<file path="config.mk">
export PLATFORM = sky130hd
export DESIGN_NAME = miller_rabin_witness_round_unit
export DESIGN_NICKNAME = d
export VERILOG_FILES = /design/src/sv/mrwr_pkg.sv /design/src/sv/miller_rabin_witness_round_unit.sv /design/src/sv/mrwr_mod_step.sv
export SDC_FILE = /design/constraint.sdc
export NUM_CORES = 1
export LEC_CHECK = 0
export BUFFER_PORTS_ARGS = -buffer_cell sky130_fd_sc_hd__clkbuf_2
export CORE_MARGIN = 1.5
export CORE_UTILIZATION = 47
export DETAILED_ROUTE_END_ITERATION = 8
export PLACE_DENSITY = 0.64
export SLEW_MARGIN = 5
export SYNTH_ARGS = -nofsm -noshare
export SYNTH_HDL_FRONTEND = slang
export SYNTH_SLANG_ARGS = --single-unit
</file>
<file path="constraint.sdc">
create_clock -name clk -period 14.3 [get_ports clk]
set_input_delay 1.43 -clock clk [delete_from_list [all_inputs] [get_ports clk]]
set_output_delay 1.43 -clock clk [all_outputs]
set_load 0.05 [all_outputs]
</file>
<file path="src/sv/mrwr_pkg.sv">
// Shared types and constants of the Miller-Rabin witness round unit.
`default_nettype none
package mrwr_pkg;

  localparam int CAND_W      = 30;
  localparam int WIT_W       = 30;
  localparam int VERDICT_W   = 2;
  localparam int IN_TDATA_W  = 64;
  localparam int OUT_TDATA_W = 8;

  typedef logic [VERDICT_W-1:0] verdict_t;

  localparam verdict_t VERDICT_PRIME     = 2'd0;
  localparam verdict_t VERDICT_COMPOSITE = 2'd1;
  localparam verdict_t VERDICT_INVALID   = 2'd2;

  typedef enum logic [2:0] {
    ST_IDLE,
    ST_REDUCE,
    ST_ZCHK,
    ST_SPLIT,
    ST_POW,
    ST_MUL,
    ST_ROUND,
    ST_DONE
  } state_t;

  typedef enum logic [1:0] {
    MK_RES,
    MK_BASE,
    MK_SQX
  } mul_kind_t;

  typedef struct packed {
    logic add_en;
    logic dbl_cin;
  } step_ctl_t;

endpackage : mrwr_pkg
`default_nettype wire

</file>
<file path="src/sv/miller_rabin_witness_round_unit.sv">
// Top level: sequencer, operand registers and result register of one witness round.
// One transaction carries a candidate n and a witness a and yields one verdict
// (0 probably prime, 1 composite, 2 candidate below 3). The block takes one
// transaction at a time: in_tready is high only while idle, and a finished verdict
// waits in the output register while the next transaction is taken. A transaction
// first reduces a mod n and checks it for zero, then splits n-1 into d * 2^s.
// Each modular product is one dispatch step, one step per multiplier bit and one
// step to finish. There are up to 2*bitlen(d) - 1 products for a^d and up to s
// for the final squarings. Small candidates finish sooner, and a witness that is
// zero mod n skips the products. A candidate below 3 goes straight to the result.
// The pace is set by the single shared modular step unit, which handles one
// multiplier bit per cycle.
`default_nettype none
module miller_rabin_witness_round_unit #(
  parameter int MOD_BITS = 30
) (
  input  wire logic                                clk,
  input  wire logic                                rst_n,
  input  wire logic                                in_tvalid,
  output logic                                     in_tready,
  // [29:0] candidate, [59:30] witness, [63:60] zero
  input  wire logic [mrwr_pkg::IN_TDATA_W-1:0]     in_tdata,
  output logic                                     out_tvalid,
  input  wire logic                                out_tready,
  // [1:0] verdict, [7:2] zero
  output logic      [mrwr_pkg::OUT_TDATA_W-1:0]    out_tdata
);
  import mrwr_pkg::*;

  localparam int W     = MOD_BITS;
  localparam int CNT_W = $clog2(MOD_BITS);

  state_t         state_r, state_nxt;
  mul_kind_t      kind_r, kind_nxt;
  logic [W-1:0]   n_r, n_nxt;
  logic [W-1:0]   a_r, a_nxt;
  logic [W-1:0]   y_r, y_nxt;
  logic [W-1:0]   acc_r, acc_nxt;
  logic [W-1:0]   mx_r, mx_nxt;
  logic [W-1:0]   base_r, base_nxt;
  logic [W-1:0]   res_r, res_nxt;
  logic [W-1:0]   e_r, e_nxt;
  logic [CNT_W-1:0] s_r, s_nxt;
  logic [CNT_W-1:0] cnt_r, cnt_nxt;
  verdict_t       verdict_r, verdict_nxt;
  verdict_t       out_verdict_r, out_verdict_nxt;
  logic           out_tvalid_r, out_tvalid_nxt;

  logic [W-1:0]   n_in;
  logic [W-1:0]   a_in;
  logic [W-1:0]   n_m1;
  logic [W-1:0]   acc_step;
  logic [W-1:0]   y_step;
  step_ctl_t      step_ctl;

  assign n_in = W'(in_tdata[CAND_W-1:0]);
  assign a_in = W'(in_tdata[CAND_W+WIT_W-1:CAND_W]);
  assign n_m1 = n_r - W'(1);

  assign step_ctl.add_en  = (state_r == ST_MUL) && mx_r[0];
  assign step_ctl.dbl_cin = (state_r == ST_REDUCE) && a_r[W-1];

  mrwr_mod_step #(
    .MOD_BITS(MOD_BITS)
  ) u_step (
    .n      (n_r),
    .acc    (acc_r),
    .y      (y_r),
    .ctl    (step_ctl),
    .acc_out(acc_step),
    .y_out  (y_step)
  );

  assign in_tready  = (state_r == ST_IDLE);
  assign out_tvalid = out_tvalid_r;
  assign out_tdata  = {{(OUT_TDATA_W-VERDICT_W){1'b0}}, out_verdict_r};

  always_ff @(posedge clk) begin
    if (!rst_n) begin
      state_r      <= ST_IDLE;
      out_tvalid_r <= 1'b0;
    end else begin
      state_r      <= state_nxt;
      out_tvalid_r <= out_tvalid_nxt;
    end
  end

  always_ff @(posedge clk) begin
    kind_r        <= kind_nxt;
    n_r           <= n_nxt;
    a_r           <= a_nxt;
    y_r           <= y_nxt;
    acc_r         <= acc_nxt;
    mx_r          <= mx_nxt;
    base_r        <= base_nxt;
    res_r         <= res_nxt;
    e_r           <= e_nxt;
    s_r           <= s_nxt;
    cnt_r         <= cnt_nxt;
    verdict_r     <= verdict_nxt;
    out_verdict_r <= out_verdict_nxt;
  end

  always_comb begin
    state_nxt       = state_r;
    kind_nxt        = kind_r;
    n_nxt           = n_r;
    a_nxt           = a_r;
    y_nxt           = y_r;
    acc_nxt         = acc_r;
    mx_nxt          = mx_r;
    base_nxt        = base_r;
    res_nxt         = res_r;
    e_nxt           = e_r;
    s_nxt           = s_r;
    cnt_nxt         = cnt_r;
    verdict_nxt     = verdict_r;
    out_verdict_nxt = out_verdict_r;
    out_tvalid_nxt  = out_tvalid_r && !out_tready;

    unique case (state_r)
      ST_IDLE: begin
        if (in_tvalid) begin
          n_nxt   = n_in;
          a_nxt   = a_in;
          y_nxt   = '0;
          cnt_nxt = CNT_W'(W - 1);
          if (n_in < W'(3)) begin
            verdict_nxt = VERDICT_INVALID;
            state_nxt   = ST_DONE;
          end else begin
            state_nxt = ST_REDUCE;
          end
        end
      end
      ST_REDUCE: begin
        y_nxt   = y_step;
        a_nxt   = a_r << 1;
        cnt_nxt = cnt_r - CNT_W'(1);
        if (cnt_r == '0) begin
          state_nxt = ST_ZCHK;
        end
      end
      ST_ZCHK: begin
        if (y_r == '0) begin
          verdict_nxt = VERDICT_PRIME;
          state_nxt   = ST_DONE;
        end else begin
          base_nxt  = y_r;
          e_nxt     = n_m1;
          s_nxt     = '0;
          state_nxt = ST_SPLIT;
        end
      end
      ST_SPLIT: begin
        if (!e_r[0]) begin
          e_nxt = e_r >> 1;
          s_nxt = s_r + CNT_W'(1);
        end else begin
          res_nxt   = W'(1);
          state_nxt = ST_POW;
        end
      end
      ST_POW: begin
        acc_nxt = '0;
        if (e_r == '0) begin
          if (res_r == W'(1)) begin
            verdict_nxt = VERDICT_PRIME;
            state_nxt   = ST_DONE;
          end else begin
            state_nxt = ST_ROUND;
          end
        end else if (e_r[0]) begin
          mx_nxt    = res_r;
          y_nxt     = base_r;
          kind_nxt  = MK_RES;
          state_nxt = ST_MUL;
        end else begin
          mx_nxt    = base_r;
          y_nxt     = base_r;
          kind_nxt  = MK_BASE;
          state_nxt = ST_MUL;
        end
      end
      ST_MUL: begin
        if (mx_r == '0) begin
          unique case (kind_r)
            MK_RES: begin
              res_nxt   = acc_r;
              e_nxt     = {e_r[W-1:1], 1'b0};
              state_nxt = ST_POW;
            end
            MK_BASE: begin
              base_nxt  = acc_r;
              e_nxt     = e_r >> 1;
              state_nxt = ST_POW;
            end
            MK_SQX: begin
              res_nxt   = acc_r;
              state_nxt = ST_ROUND;
            end
            default: begin
              state_nxt = ST_IDLE;
            end
          endcase
        end else begin
          acc_nxt = acc_step;
          y_nxt   = y_step;
          mx_nxt  = mx_r >> 1;
        end
      end
      ST_ROUND: begin
        if (s_r == '0) begin
          verdict_nxt = VERDICT_COMPOSITE;
          state_nxt   = ST_DONE;
        end else if (res_r == n_m1) begin
          verdict_nxt = VERDICT_PRIME;
          state_nxt   = ST_DONE;
        end else begin
          s_nxt     = s_r - CNT_W'(1);
          mx_nxt    = res_r;
          y_nxt     = res_r;
          acc_nxt   = '0;
          kind_nxt  = MK_SQX;
          state_nxt = ST_MUL;
        end
      end
      ST_DONE: begin
        if (!out_tvalid_r || out_tready) begin
          out_verdict_nxt = verdict_r;
          out_tvalid_nxt  = 1'b1;
          state_nxt       = ST_IDLE;
        end
      end
      default: begin
        state_nxt = ST_IDLE;
      end
    endcase
  end

endmodule : miller_rabin_witness_round_unit
`default_nettype wire

</file>
<file path="src/sv/mrwr_mod_step.sv">
// Shared modular step unit: conditional acc + y and 2y + cin, both mod n.
`default_nettype none
module mrwr_mod_step #(
  parameter int MOD_BITS = 30
) (
  input  wire logic [MOD_BITS-1:0] n,
  input  wire logic [MOD_BITS-1:0] acc,
  input  wire logic [MOD_BITS-1:0] y,
  input  wire mrwr_pkg::step_ctl_t ctl,
  output logic      [MOD_BITS-1:0] acc_out,
  output logic      [MOD_BITS-1:0] y_out
);
  import mrwr_pkg::*;

  logic [MOD_BITS:0] sum_acc;
  logic [MOD_BITS:0] sum_dbl;
  logic [MOD_BITS:0] n_ext;

  assign n_ext   = {1'b0, n};
  assign sum_acc = {1'b0, acc} + {1'b0, y};
  assign sum_dbl = {1'b0, y} + {1'b0, y} + {{MOD_BITS{1'b0}}, ctl.dbl_cin};

  always_comb begin
    if (!ctl.add_en) begin
      acc_out = acc;
    end else if (sum_acc >= n_ext) begin
      acc_out = MOD_BITS'(sum_acc - n_ext);
    end else begin
      acc_out = MOD_BITS'(sum_acc);
    end
    if (sum_dbl >= n_ext) begin
      y_out = MOD_BITS'(sum_dbl - n_ext);
    end else begin
      y_out = MOD_BITS'(sum_dbl);
    end
  end

endmodule : mrwr_mod_step
`default_nettype wire

</file>
Yosys cells after proc, flatten, opt, wreduce, memory -nomap -nowiden
Index checks and enable logic that the tools add are counted.
W data, S select, Z words.
{ "totals": {"reg_bits": 260, "latch_bits": 0, "ramBits": 0, "rom_bits": 0, "inputBits": 68, "output_inout_bits": 10, "wordCells": 165, "memories": 0} }
{ "op_classes": {"addsub": 9, "n_mul": 0, "div_mod_pow": 0, "magnitude_cmp": 3, "eq_ne": 32, "n_shift": 0, "n_mux": 67, "bitwise_logic": 0, "n_reduce_logical": 38} }
{ "op_table": {"columns": ["operator", "count"], "rows": [
  ["$mux W30", 24],
  ["$pmux W30 S3", 3],
  ["$pmux W30 S2", 4],
  ["$pmux W30 S5", 1],
  ["$logic_not A30 Y1", 3],
  ["$add A30 B30 Y31", 2],
  ["$ge A31 B30 Y1", 2],
  ["$sub A30 B30 Y30", 2],
  ["$add A31 B1 Y31", 1],
  ["$eq A30 B1 Y1 const B", 1],
  ["$eq A30 B30 Y1", 1],
  ["$lt A30 B2 Y1 const B", 1],
  ["$sub A30 B1 Y30 const B", 1],
  ["$ne A2 B2 Y1 const B", 14],
  ["$mux W5", 5],
  ["$mux W2", 12],
  ["$mux W3", 8],
  ["$pmux W3 S8", 1],
  ["$reduce_and A5 Y1", 4],
  ["$reduce_and A4 Y1", 4],
  ["$pmux W5 S3", 1],
  ["$eq A3 B3 Y1 const B", 4],
  ["$reduce_and A6 Y1", 2],
  ["$logic_not A5 Y1", 2],
  ["other kinds (26)", 46]
]} }

Depth between registers and ports, before layout
Gate-level depths: netlist of run 1.
{ "depth": {"ltp_word": 7, "depth_mapped": 24} }

By module
A second synthesis of run 1 with hierarchy kept.
{ "unflattened": {"hier_cells": 1911, "hier_area_um2": 18447.7} }
{ "modules_own_cells": {"columns": ["mod", "instances", "cells_per_inst", "area_per_inst_um2"], "rows": [
  ["miller_rabin_witness_round_unit", 1, 1035, 12672.2],
  ["mrwr_mod_step", 1, 876, 5775.5]
]} }

Worst setup path before layout of run 1
OpenSTA, ideal clock, no wires.
{ "synth_path": {"path_type": "register -> register", "startpoint": "register y_r[11]", "endpoint": "register acc_r[28] (data pin)", "arrival_time_ns": 5.138, "t_required_ns": 14.045, "slack_ns": 8.907, "path_stages_with_launch": 22, "synth_period_minus_slack_ns": 5.393, "cell_sequence": "edfxtp_1 -> ha_1 -> a211o_1 -> a211oi_1 -> a21bo_1 -> o21ai_0 -> o21ai_0 -> a21o_1 -> a21oi_1 -> xnor2_1 -> ha_1 -> buf_2 -> a2111oi_2 -> o21ai_0 -> a31o_1 -> a221o_1 -> a41oi_2 -> o21a_1 -> o21ai_1 -> a32oi_4 -> mux2_2 -> and2_1"} }
{ "synth_between": {"elab_chain_cells": 6, "elab_cells_between_ends": 7} }
{ "synth_lines": {"columns": ["item", "line_no", "text"], "rows": [
  ["start: declaration", "miller_rabin_witness_round_unit.sv:37", "logic [W-1:0] y_r, y_nxt;"],
  ["start signal: assignment", "miller_rabin_witness_round_unit.sv:92", "y_r <= y_nxt;"],
  ["$add A30 B30 Y31 *", "mrwr_mod_step.sv:20", "assign sum_acc = {1'b0, acc} + {1'b0, y};"],
  ["$sub A30 B30 Y30 / $ge A31 B30 Y1 (equally long branches)", "mrwr_mod_step.sv:27, mrwr_mod_step.sv:26", null],
  ["$mux W30 *", "mrwr_mod_step.sv:26", "end else if (sum_acc >= n_ext) begin"],
  ["$mux W30 *", "mrwr_mod_step.sv:24", "if (!ctl.add_en) begin"],
  ["$mux W30 *", "miller_rabin_witness_round_unit.sv:186", "if (mx_r == '0) begin"],
  ["$pmux W30 S3 *", "miller_rabin_witness_round_unit.sv:121", "unique case (state_r)"],
  ["end signal: assignment", "miller_rabin_witness_round_unit.sv:93", "acc_r <= acc_nxt;"],
  ["end: declaration", "miller_rabin_witness_round_unit.sv:38", "logic [W-1:0] acc_r, acc_nxt;"]
]} }
Mark *: on every way between the ends. The rest lies on a longest branch, timed or not. The select of a mux whose other input is x is not followed.
A chain may end at the register's enable or synchronous reset.

Worst setup path after layout of run 1
{ "layout_path": {"startpoint": "register y_r[0]", "endpoint": "register acc_r[14] (data pin)"} }
Same word-level chain as after synthesis.

==> results_dict.tcl, run 1 <==
set metrics [dict create \
    status "completed" \
    yosysTopAreaCell "edfxtp_1" \
    drive_gt1_frac 0.111 \
    drtAntennaViolNets 0 \
    setup_tns_ns 0 \
    num_vias 14132 \
    rows 70 \
    leakagePower_nw 7.51 \
    ff_latch_area_mm2 0.00777 \
    grt_overflow 0 \
    power.total_w 0.00536 \
    core_mm2 0.0368 \
    multi_input_area_mm2 0.00932 \
    cp-startpoint "y_r[0]$_DFFE_PP_" \
    p_clk_frac 0.134 \
    worst_slack_ns 8.00 \
    crit_buf_inv 2 \
    swShare 0.451 \
    synth_edf_count 256 \
    vdd_drop_max_v 0.000165 \
    clock_path_buffers 3 \
    crit_fanout 33 \
    yosysTopAreaCellShare 0.435 \
    worst_slew_pin_slew_ns 1.12 \
    cts_setup_buffers 0 \
    first_global_vias 13502 \
    via_per_inst 6.22 \
    ys_types 84 \
    syn_avg_cell_area_um2 10.2 \
    antenna_found_initial 0 \
    ys_ff_latch 260 \
    cts_resized 0 \
    hp-start "verdict_r[1]$_DFFE_PP_" \
    crit_path_max_incr_delay_ns 0.57 \
    fp.dieW_um 197 \
    syn_inst 1738 \
    ys_seq_area_frac 0.439 \
    start_util 0.481 \
    crit_slowest_cell "edfxtp_1" \
    drc 0 \
    dr.pass1.iters 6 \
    yosysWarningCount 0 \
    cts_tree "yes" \
    start_kind "register" \
    cap_violations 0 \
    stdcell_count 2271 \
    setup_viol 0 \
    max_freq_mhz 159 \
    sequentialPowerShare 0.263 \
    finalCriticalPeriod_ns 6.30 \
    area_growth_pct 9.75 \
    cp_top_family "compound AO/OA/AOI/OAI gates" \
    die_h_um 197 \
    wl_per_cell_um 22.5 \
    layout_worst_path_cycle_share 0.441 \
    power_density_mw_per_mm2 276 \
    critPathCaptureType "register" \
    synthFlopType "edfxtp_1" \
    nFillCells 3286 \
    clk_pin_slew_worst_paths_ns 0.06 \
    routed_wl_mm 51.1 \
    hold_viol 0 \
    clk_latency_ns 0.56 \
    dpl.cell_count 2218 \
    place.gp.congestion 0.941 \
    cts.htree.levels 1 \
    regToRegStartpoint "y_r[0]$_DFFE_PP_" \
    crit_top_cell "o21ai_0" \
    fin_nets 1948 \
    cts_sinks 260 \
    cp_data_required_time_ns 14.58 \
    fin_worst_skew_ns 0.0217 \
    crit_type "register to register" \
    track_usage 0.262 \
    cp.arrival_ns 6.59 \
    numPortBuffers 67 \
    synth.cell_area_mm2 0.0177 \
    design.die.area_mm2 0.0388 \
    power_frac_comb 0.603 \
    insertedDiodeCount 0 \
    design_area_mm2 0.0194 \
    io_pins 78 \
    ys_top_cells_by_area "edfxtp_1 (43%), ha_1 (6.7%), xnor2_1 (4.4%)" \
    post_dp_cell_area_mm2 0.0185 \
    cts_root_buf "clkbuf_16" \
    dp_slack_ns 8.07 \
    final_max_slew_viol_count 0 \
    intPower_w 0.00294 \
    rsz0062_at_grt "false" \
    hpwlAfterDp_mm 39.4 \
    min_path_type "register to register" \
    ys_async_sr_fraction 0 \
    grt_pass1_wl_mm 78.0 \
    ctsHoldBuffers 0 \
    initialDrtViolationCount 1326 \
    grt_max_degree 66 \
    switchingPower_w 0.00242 \
    worstPathCellList "ha_1 -> inv_1 -> fa_1 -> nor2b_1 -> o31a_1 -> a21bo_1 -> o21ai_0 -> o21ai_0 -> a21o_1 -> a21oi_1 -> xnor2_1 -> ha_1 -> a2111oi_2 -> o21ai_0 -> a31o_1 -> a221o_1 -> a41oi_2 -> o21a_1 -> o21ai_1 -> a32oi_4 -> buf_4 -> mux2i_1 -> nor2_1" \
    max-slew-margin-rel 0.252 \
    numCtsBuffers 29 \
]
state kept, by name, indices dropped and copies added, names as in the netlist:
name	cells
a_r	30
acc_r	30
base_r	30
cnt_r	5
e_r	30
kind_r	2
mx_r	30
n_r	30
out_tvalid	1
out_verdict_r	2
res_r	30
s_r	5
state_r	3
verdict_r	2
y_r	30
power groups by stage:
stage	Combinational [W]	Sequential, W	Clock, W
after floorplan	0.00260	0.00130	0
after global placement	0.00313	0.00141	0
after detailed placement	0.00319	0.00141	0
after CTS	0.00321	0.00140	0.000731
after global routing	0.00358	0.00143	0.000754
final	0.00323	0.00141	0.000718
worst paths after layout:
path                            depth (start not counted)  slack (ns)                    endpoint
worst max-delay path                                   23        8.00     acc_r[14]$_SDFFCE_PN0P_
worst min-delay path                                    0        0.43  out_verdict_r[1]$_DFFE_PP_
worst max register to register                         23        8.00     acc_r[14]$_SDFFCE_PN0P_
worst min register to register                          0        0.43  out_verdict_r[1]$_DFFE_PP_
cell usage in the layout (no fill, tap or decap), types with 23 or more instances in the layout:
cell / count
edfxtp_1: 256
xor2_1: 40
ha_1: 95
xnor2_1: 89
nand4_1: 25
clkbuf_16: 29
nor4_1: 42
nor3_1: 41
nand2_1: 115
inv_1: 97
a22oi_1: 23
a222oi_1: 29
nor2_1: 117
and2_1: 39
mux2_2: 32
a21oi_1: 95
mux2i_1: 46
a21o_1: 61
nand3_1: 31
o21ai_0: 116
clkbuf_2: 67
area by class of cell:
class / count / area share
clock buffers: 33 / 0.0382
clock inverters: 20 / 0.00832
inverters: 97 / 0.0188
multi-input cells: 1308 / 0.480
flip-flops and latches: 260 / 0.400
well taps: 468 / 0.0302
repair buffers: 85 / 0.0242
per-stage QoR:
| step | hold slack (ns) | utilization |
|---|---|---|
| final | 0.427 | 0.528 |
| after global routing | 0.447 | 0.528 |
| after CTS | 0.434 | 0.528 |
| after detailed placement | 0.418 | 0.503 |
| after global placement | 0.405 | 0.503 |
| after floorplan | 0.400 | - |
synthesized netlist by cell type, drive strengths merged, types with 26 or more instances:
cell	n
nor3	44
a21o	61
and2	39
mux2i	46
nor4	46
mux2	32
a222oi	29
nor2	123
nand3	31
clkbuf	63
xnor2	89
nand2	116
xor2	40
nand4	26
ha	95
a21oi	98
edfxtp	256
o21ai	118
inv	97
cell families after synthesis:
group / share of synthesized area
buffers and inverters: 0.0400
multiplexers: 0.0464
other: 0.000212
AND/OR/NAND/NOR: 0.147
flip-flops: 0.439
XOR/XNOR: 0.0690
AO/OA/AOI/OAI: 0.187
adder cells (fa/ha/maj): 0.0717
per-layer routing:
metal,GRT usage,up-vias,routed length (um)
li1,-,6674,-
met2,0.417,553,23000
met1,0.356,6797,22200
met4,0.123,0,2570
met5,0,-,0
met3,0.0344,108,3320
worst register-to-register path: stages, from the launching register on:
cell and delay (ns):
edfxtp_1 0.57, ha_1 0.28, inv_1 0.06, fa_1 0.39, nor2b_1 0.16, o31a_1 0.24
a21bo_1 0.18, o21ai_0 0.13, o21ai_0 0.36, a21o_1 0.17, a21oi_1 0.07, xnor2_1 0.23
ha_1 0.37, a2111oi_2 0.37, o21ai_0 0.14, a31o_1 0.23, a221o_1 0.36, a41oi_2 0.21
o21a_1 0.28, o21ai_1 0.15, a32oi_4 0.27, buf_4 0.46, mux2i_1 0.28, nor2_1 0.06
No activity file was read; power rests on OpenSTA's default activity.
==> run 2: changes to the inputs <==
PLACE_DENSITY = 0.66   (was 0.64)
clock period = 5.4 ns   (was 14.3 ns; I/O delays follow)
==> run 2 against run 1 <==
Compared with the run above:
- via count is 1.9% higher
- sequential share of layout area shrank 1.2 points
- core utilization is 1.6 points higher
==> results_dict.tcl, run 2 (same netlist as run 1, synthesis figures left out) <==
set metrics [dict create \
    status "completed" \
    clk_latency_ns 0.56 \
    nFillCells 3167 \
    start_kind "register" \
    design.die.area_mm2 0.0388 \
    crit_path_max_incr_delay_ns 0.47 \
    vdd_drop_max_v 0.000403 \
    num_vias 14397 \
    layout_worst_path_cycle_share 0.955 \
    regToRegStartpoint "y_r[16]$_DFFE_PP_" \
    wl_per_cell_um 22.5 \
    io_pins 78 \
    rows 70 \
    worstPathCellList "ha_1 -> nand3_1 -> nor4_4 -> nand4_1 -> a31oi_2 -> buf_4 -> o21a_1 -> nor2_1 -> xnor2_1 -> ha_1 -> nand4_1 -> nor2_1 -> and2_1 -> a221o_1 -> a41oi_2 -> o21a_1 -> o21ai_2 -> a32oi_4 -> buf_12 -> mux2_2 -> and2_1" \
    grt_max_degree 64 \
    dpl.cell_count 2272 \
    crit_fanout 6 \
    drive_gt1_frac 0.149 \
    final_max_slew_viol_count 0 \
    cap_violations 0 \
    fp.dieW_um 197 \
    fin_worst_skew_ns 0.0189 \
    ff_latch_area_mm2 0.00777 \
    die_h_um 197 \
    hpwlAfterDp_mm 40.5 \
    leakagePower_nw 7.85 \
    dp_slack_ns 0.0304 \
    crit_slowest_cell "edfxtp_1" \
    grt_overflow 0 \
    clk_pin_slew_worst_paths_ns 0.06 \
    cts_tree "yes" \
    cp_data_required_time_ns 5.72 \
    area_growth_pct 13.1 \
    setup_viol 0 \
    r2r_cells 21 \
    power_density_mw_per_mm2 760 \
    layout_commonest_cell "edfxtp_1" \
    worst_slack_ns 0.242 \
    hold_viol 0 \
    track_usage 0.266 \
    first_global_vias 13455 \
    mostFrequentLayoutCells "edfxtp_1 (256), nor2_1 (117), nand2_1 (115)" \
    crit_type "register to register" \
    cts_sinks 260 \
    power.total_w 0.0152 \
    core_mm2 0.0368 \
    dr.pass1.iters 8 \
    hold_ws_ns 0.170 \
    multi_input_area_mm2 0.00941 \
    numPortBuffers 67 \
    clock_path_buffers 3 \
    numCtsBuffers 28 \
    r2r_setup_slack_ns 0.24 \
    drc 0 \
    endpoint "acc_r[28]$_SDFFCE_PN0P_" \
    finalCriticalPeriod_ns 5.16 \
    min_path_type "input pin to register" \
    initialDrtViolationCount 1269 \
    cp-startpoint "y_r[16]$_DFFE_PP_" \
    insertedDiodeCount 0 \
    grt_pass1_wl_mm 78.6 \
    max-slew-margin-rel 0.247 \
    stdcell_count 2325 \
    fin_nets 2006 \
    routed_wl_mm 52.2 \
    place.gp.congestion 0.944 \
    via_per_inst 6.19 \
    worst_slew_pin_slew_ns 1.13 \
    drtAntennaViolNets 0 \
    start_util 0.481 \
    max_freq_mhz 194 \
    cts.htree.levels 1 \
    rr_endpoint "acc_r[28]$_SDFFCE_PN0P_" \
    antenna_found_initial 1 \
    setup_tns_ns 0 \
    critPathCaptureType "register" \
    cts_root_buf "clkbuf_16" \
    cp.arrival_ns 5.47 \
]
[run 2: cell types whose count changed in the layout (fill, tap and decap cells not counted), sizes merged]
cell,change
clkinvlp,-1
buf,+58
clkinv,-2
inv,-1
[run 2: how the worst min path moves through the flow]
stage / start / end / slack, ns / cells after the start
after detailed placement: verdict_r[0]$_DFFE_PP_ / out_verdict_r[0]$_DFFE_PP_ / 0.41 / 0
after floorplan: verdict_r[0]$_DFFE_PP_ / out_verdict_r[0]$_DFFE_PP_ / 0.40 / 0
final: in_tdata[0] / n_r[0]$_DFFE_PP_ / 0.17 / 1
after CTS: in_tdata[7] / n_r[7]$_DFFE_PP_ / 0.15 / 1
after global routing: in_tdata[20] / n_r[20]$_DFFE_PP_ / 0.17 / 1
after global placement: verdict_r[1]$_DFFE_PP_ / out_verdict_r[1]$_DFFE_PP_ / 0.40 / 0
[run 2: per-layer routing]
| layer | vias up | share of wire | track usage |
|---|---|---|---|
| met3 | 119 | 0.066 | 0.0325 |
| met2 | 605 | 0.45 | 0.425 |
| met1 | 6886 | 0.43 | 0.356 |
| li1 | 6787 | - | - |
| met5 | - | 0 | 0 |
| met4 | 0 | 0.052 | 0.138 |
[run 2: final cells by class]
class,count,area share
clock buffer,32,0.0369
clock inverter,16,0.00701
timing repair buffer,144,0.0494
multi-input combinational,1308,0.471
sequential,260,0.388
inverter,97,0.0182
tap,468,0.0293
[run 2: through the flow]
step	instance area, um2	util
after floorplan	17700	-
after global placement	18900	0.514
after detailed placement	18900	0.514
after CTS	19800	0.540
after global routing	20000	0.544
final	20000	0.544
[run 2: worst max-delay path: cells and delay by family (launching register included)]
family / cells / cell delay, ns
AO/OA/AOI/OAI: 7 / 1.50
flip-flops: 1 / 0.47
adder cells (fa/ha/maj): 2 / 0.77
XOR/XNOR: 1 / 0.23
multiplexers: 1 / 0.33
AND/OR/NAND/NOR: 8 / 1.26
buffers and inverters: 2 / 0.33
[run 2: report_power, final]
group	switching, W	leakage, nW	internal (W)	total, W
clock network	0.000804	0.426	0.00107	0.00187
registers	0.000486	2.44	0.00312	0.00360
logic	0.00543	4.98	0.00429	0.00972
total	0.00672	7.85	0.00847	0.0152
[run 2: repair_timing]
action	in CTS	in global routing
gates resized for setup	1	26
gates cloned	1	1
setup buffers	1	2
endpoints found under the setup margin	11	30
hold buffers	0	0
pin swaps	1	15
==> run 3: changes to the inputs <==
PLACE_DENSITY = 0.64   (was 0.66)
clock period = 5.16 ns   (was 5.4 ns; I/O delays follow)
==> run 3 against run 2 <==
Compared with the run above:
- critical path depth up 2
- final area up 3.0%
- global-route usage up 1.4 points
- register-to-register slack worse by 0.15 ns
- clock skew down 0.0054 ns
- wire length up 4.7%
- worst setup slack worse by 0.15 ns
- critical path type unchanged
- largest power group unchanged
==> results_dict.tcl, run 3 (same netlist as run 1, synthesis figures left out) <==
set metrics [dict create \
    dr.pass1.iters 9 \
    fp.dieW_um 197 \
    place.gp.congestion 0.941 \
    wl_per_cell_um 22.8 \
    final_max_slew_viol_count 0 \
    cp_top_family "compound AO/OA/AOI/OAI gates" \
    rows 70 \
    fin_util 0.560 \
    mostFrequentLayoutCells "edfxtp_1 (256), buf_4 (143), nor2_1 (117)" \
    multi_input_area_mm2 0.00947 \
    crit_type "register to register" \
    ff_latch_area_mm2 0.00777 \
    initialDrtViolationCount 1414 \
    grt_pass1_wl_mm 82.8 \
    io_pins 78 \
    cap_violations 0 \
    numCtsBuffers 29 \
    drc 0 \
    rsz0062_at_grt "true" \
    area_growth_pct 16.4 \
    drive_gt1_frac 0.185 \
    status "completed" \
    grt_max_degree 66 \
    via_per_inst 6.14 \
    die_h_um 197 \
    numPortBuffers 67 \
    max-slew-margin-rel 0.275 \
    clock_path_buffers 3 \
    hpwlAfterDp_mm 41.9 \
    crit_fanout 8 \
    worstPathCellList "ha_2 -> inv_2 -> fa_2 -> nor2b_2 -> o31a_1 -> buf_6 -> a211o_1 -> a21o_1 -> a21oi_2 -> xnor2_2 -> ha_1 -> a21o_1 -> a21o_1 -> a221o_1 -> a221o_1 -> a41oi_2 -> o21a_1 -> o21ai_2 -> a32oi_4 -> buf_6 -> buf_12 -> mux2i_2 -> nor2_1" \
    cts.htree.levels 1 \
    cts_sinks 260 \
    crit_slowest_cell "edfxtp_1" \
    cts_root_buf "clkbuf_16" \
    layout_worst_path_cycle_share 0.982 \
    hold_viol 0 \
    finalCriticalPeriod_ns 5.07 \
    antenna_found_initial 1 \
    core_mm2 0.0368 \
    first_global_vias 14140 \
    start_util 0.481 \
    crit_path_max_incr_delay_ns 0.40 \
    track_usage 0.280 \
    critPathCaptureType "register" \
    cp.arrival_ns 5.34 \
    fin_nets 2079 \
    clk_latency_ns 0.56 \
    vdd_drop_max_v 0.000393 \
    nFillCells 3137 \
    crit_buf_inv 4 \
    leakagePower_nw 8.19 \
    min_path_type "input pin to register" \
    routed_wl_mm 54.7 \
    power_density_mw_per_mm2 816 \
    clk_pin_slew_worst_paths_ns 0.06 \
    layout_commonest_cell "edfxtp_1" \
    num_vias 14720 \
    r2r_setup_slack_ns 0.09 \
    max_freq_mhz 197 \
    crit_top_cell "a21o_1" \
    drtAntennaViolNets 0 \
    start_kind "register" \
    fin_worst_skew_ns 0.0134 \
    worst_slew_pin_slew_ns 1.09 \
    grt_overflow 0 \
    cp_data_required_time_ns 5.43 \
    design.die.area_mm2 0.0388 \
    insertedDiodeCount 0 \
    cts_tree "yes" \
    hold_ws_ns 0.151 \
    setup_viol 0 \
]
run 3: changes by cell type in the layout (fill, tap and decap cells not counted), sizes merged:
cell	before	now
inv	99	97
clkbuf	100	99
clkinvlp	2	3
buf	76	149
clkinv	10	13
run 3: worst paths after layout:
| kind | cells after the start | end | start |
|---|---|---|---|
| worst max-delay path | 23 | acc_r[13]$_SDFFCE_PN0P_ | acc_r[0]$_SDFFCE_PN0P_ |
| worst min register to register | 0 | out_verdict_r[0]$_DFFE_PP_ | verdict_r[0]$_DFFE_PP_ |
| worst min-delay path | 1 | n_r[22]$_DFFE_PP_ | in_tdata[22] |
| worst max register to register | 23 | acc_r[13]$_SDFFCE_PN0P_ | acc_r[0]$_SDFFCE_PN0P_ |
run 3: final cells by class:
type,instances,area share
sequential,260,0.377
inverter,97,0.0177
tap,468,0.0284
multi-input combinational,1308,0.460
clock buffer,32,0.0358
timing repair buffer,216,0.0737
clock inverter,18,0.00717
run 3: metal layers:
layer / GRT usage / vias up / routed length, um
li1: - / 6928 / -
met1: 0.381 / 7050 / 23500
met2: 0.455 / 609 / 25100
met3: 0.0294 / 131 / 3530
met4: 0.121 / 2 / 2510
met5: 0 / - / 9
run 3: where the power goes:
group	switching, W	internal (W)	total, W
Combinational	0.00598	0.00508	0.0111
Sequential	0.000500	0.00326	0.00376
Clock	0.000855	0.00112	0.00197
run 3: repair_timing:
item | CTS | global route
gates cloned | 2 | 0
gates resized for setup | 15 | 24
setup endpoints to repair | 28 | 30
buffers inserted | 10 | 7
pin swaps | 13 | 28
hold buffers | 0 | 0
run 3: worst register-to-register path, cell delays in order, from the launching register on:
cell and delay, ns:
edfxtp_1 0.40, ha_2 0.21, inv_2 0.05, fa_2 0.20, nor2b_2 0.05, o31a_1 0.35, buf_6 0.14, a211o_1 0.30
a21o_1 0.17, a21oi_2 0.16, xnor2_2 0.10, ha_1 0.32, a21o_1 0.16, a21o_1 0.17, a221o_1 0.34, a221o_1 0.32
a41oi_2 0.20, o21a_1 0.17, o21ai_2 0.08, a32oi_4 0.26, buf_6 0.18, buf_12 0.15, mux2i_2 0.22, nor2_1 0.06
run 3: per-stage QoR:
stage | TNS (ns) | instance area [um2] | power, W | worst slack (ns) | std cells
after floorplan | -0.0470 | 17700 | 0.0108 | -0.0470 | 1743
after global placement | -0.650 | 19400 | 0.0137 | -0.0423 | 2330
after detailed placement | -3.29 | 19400 | 0.0139 | -0.153 | 2330
after CTS | 0 | 20400 | 0.0164 | 0.00293 | 2392
after global routing | -2.26 | 20600 | 0.0180 | -0.120 | 2399
final | 0 | 20600 | 0.0168 | 0.0937 | 2399
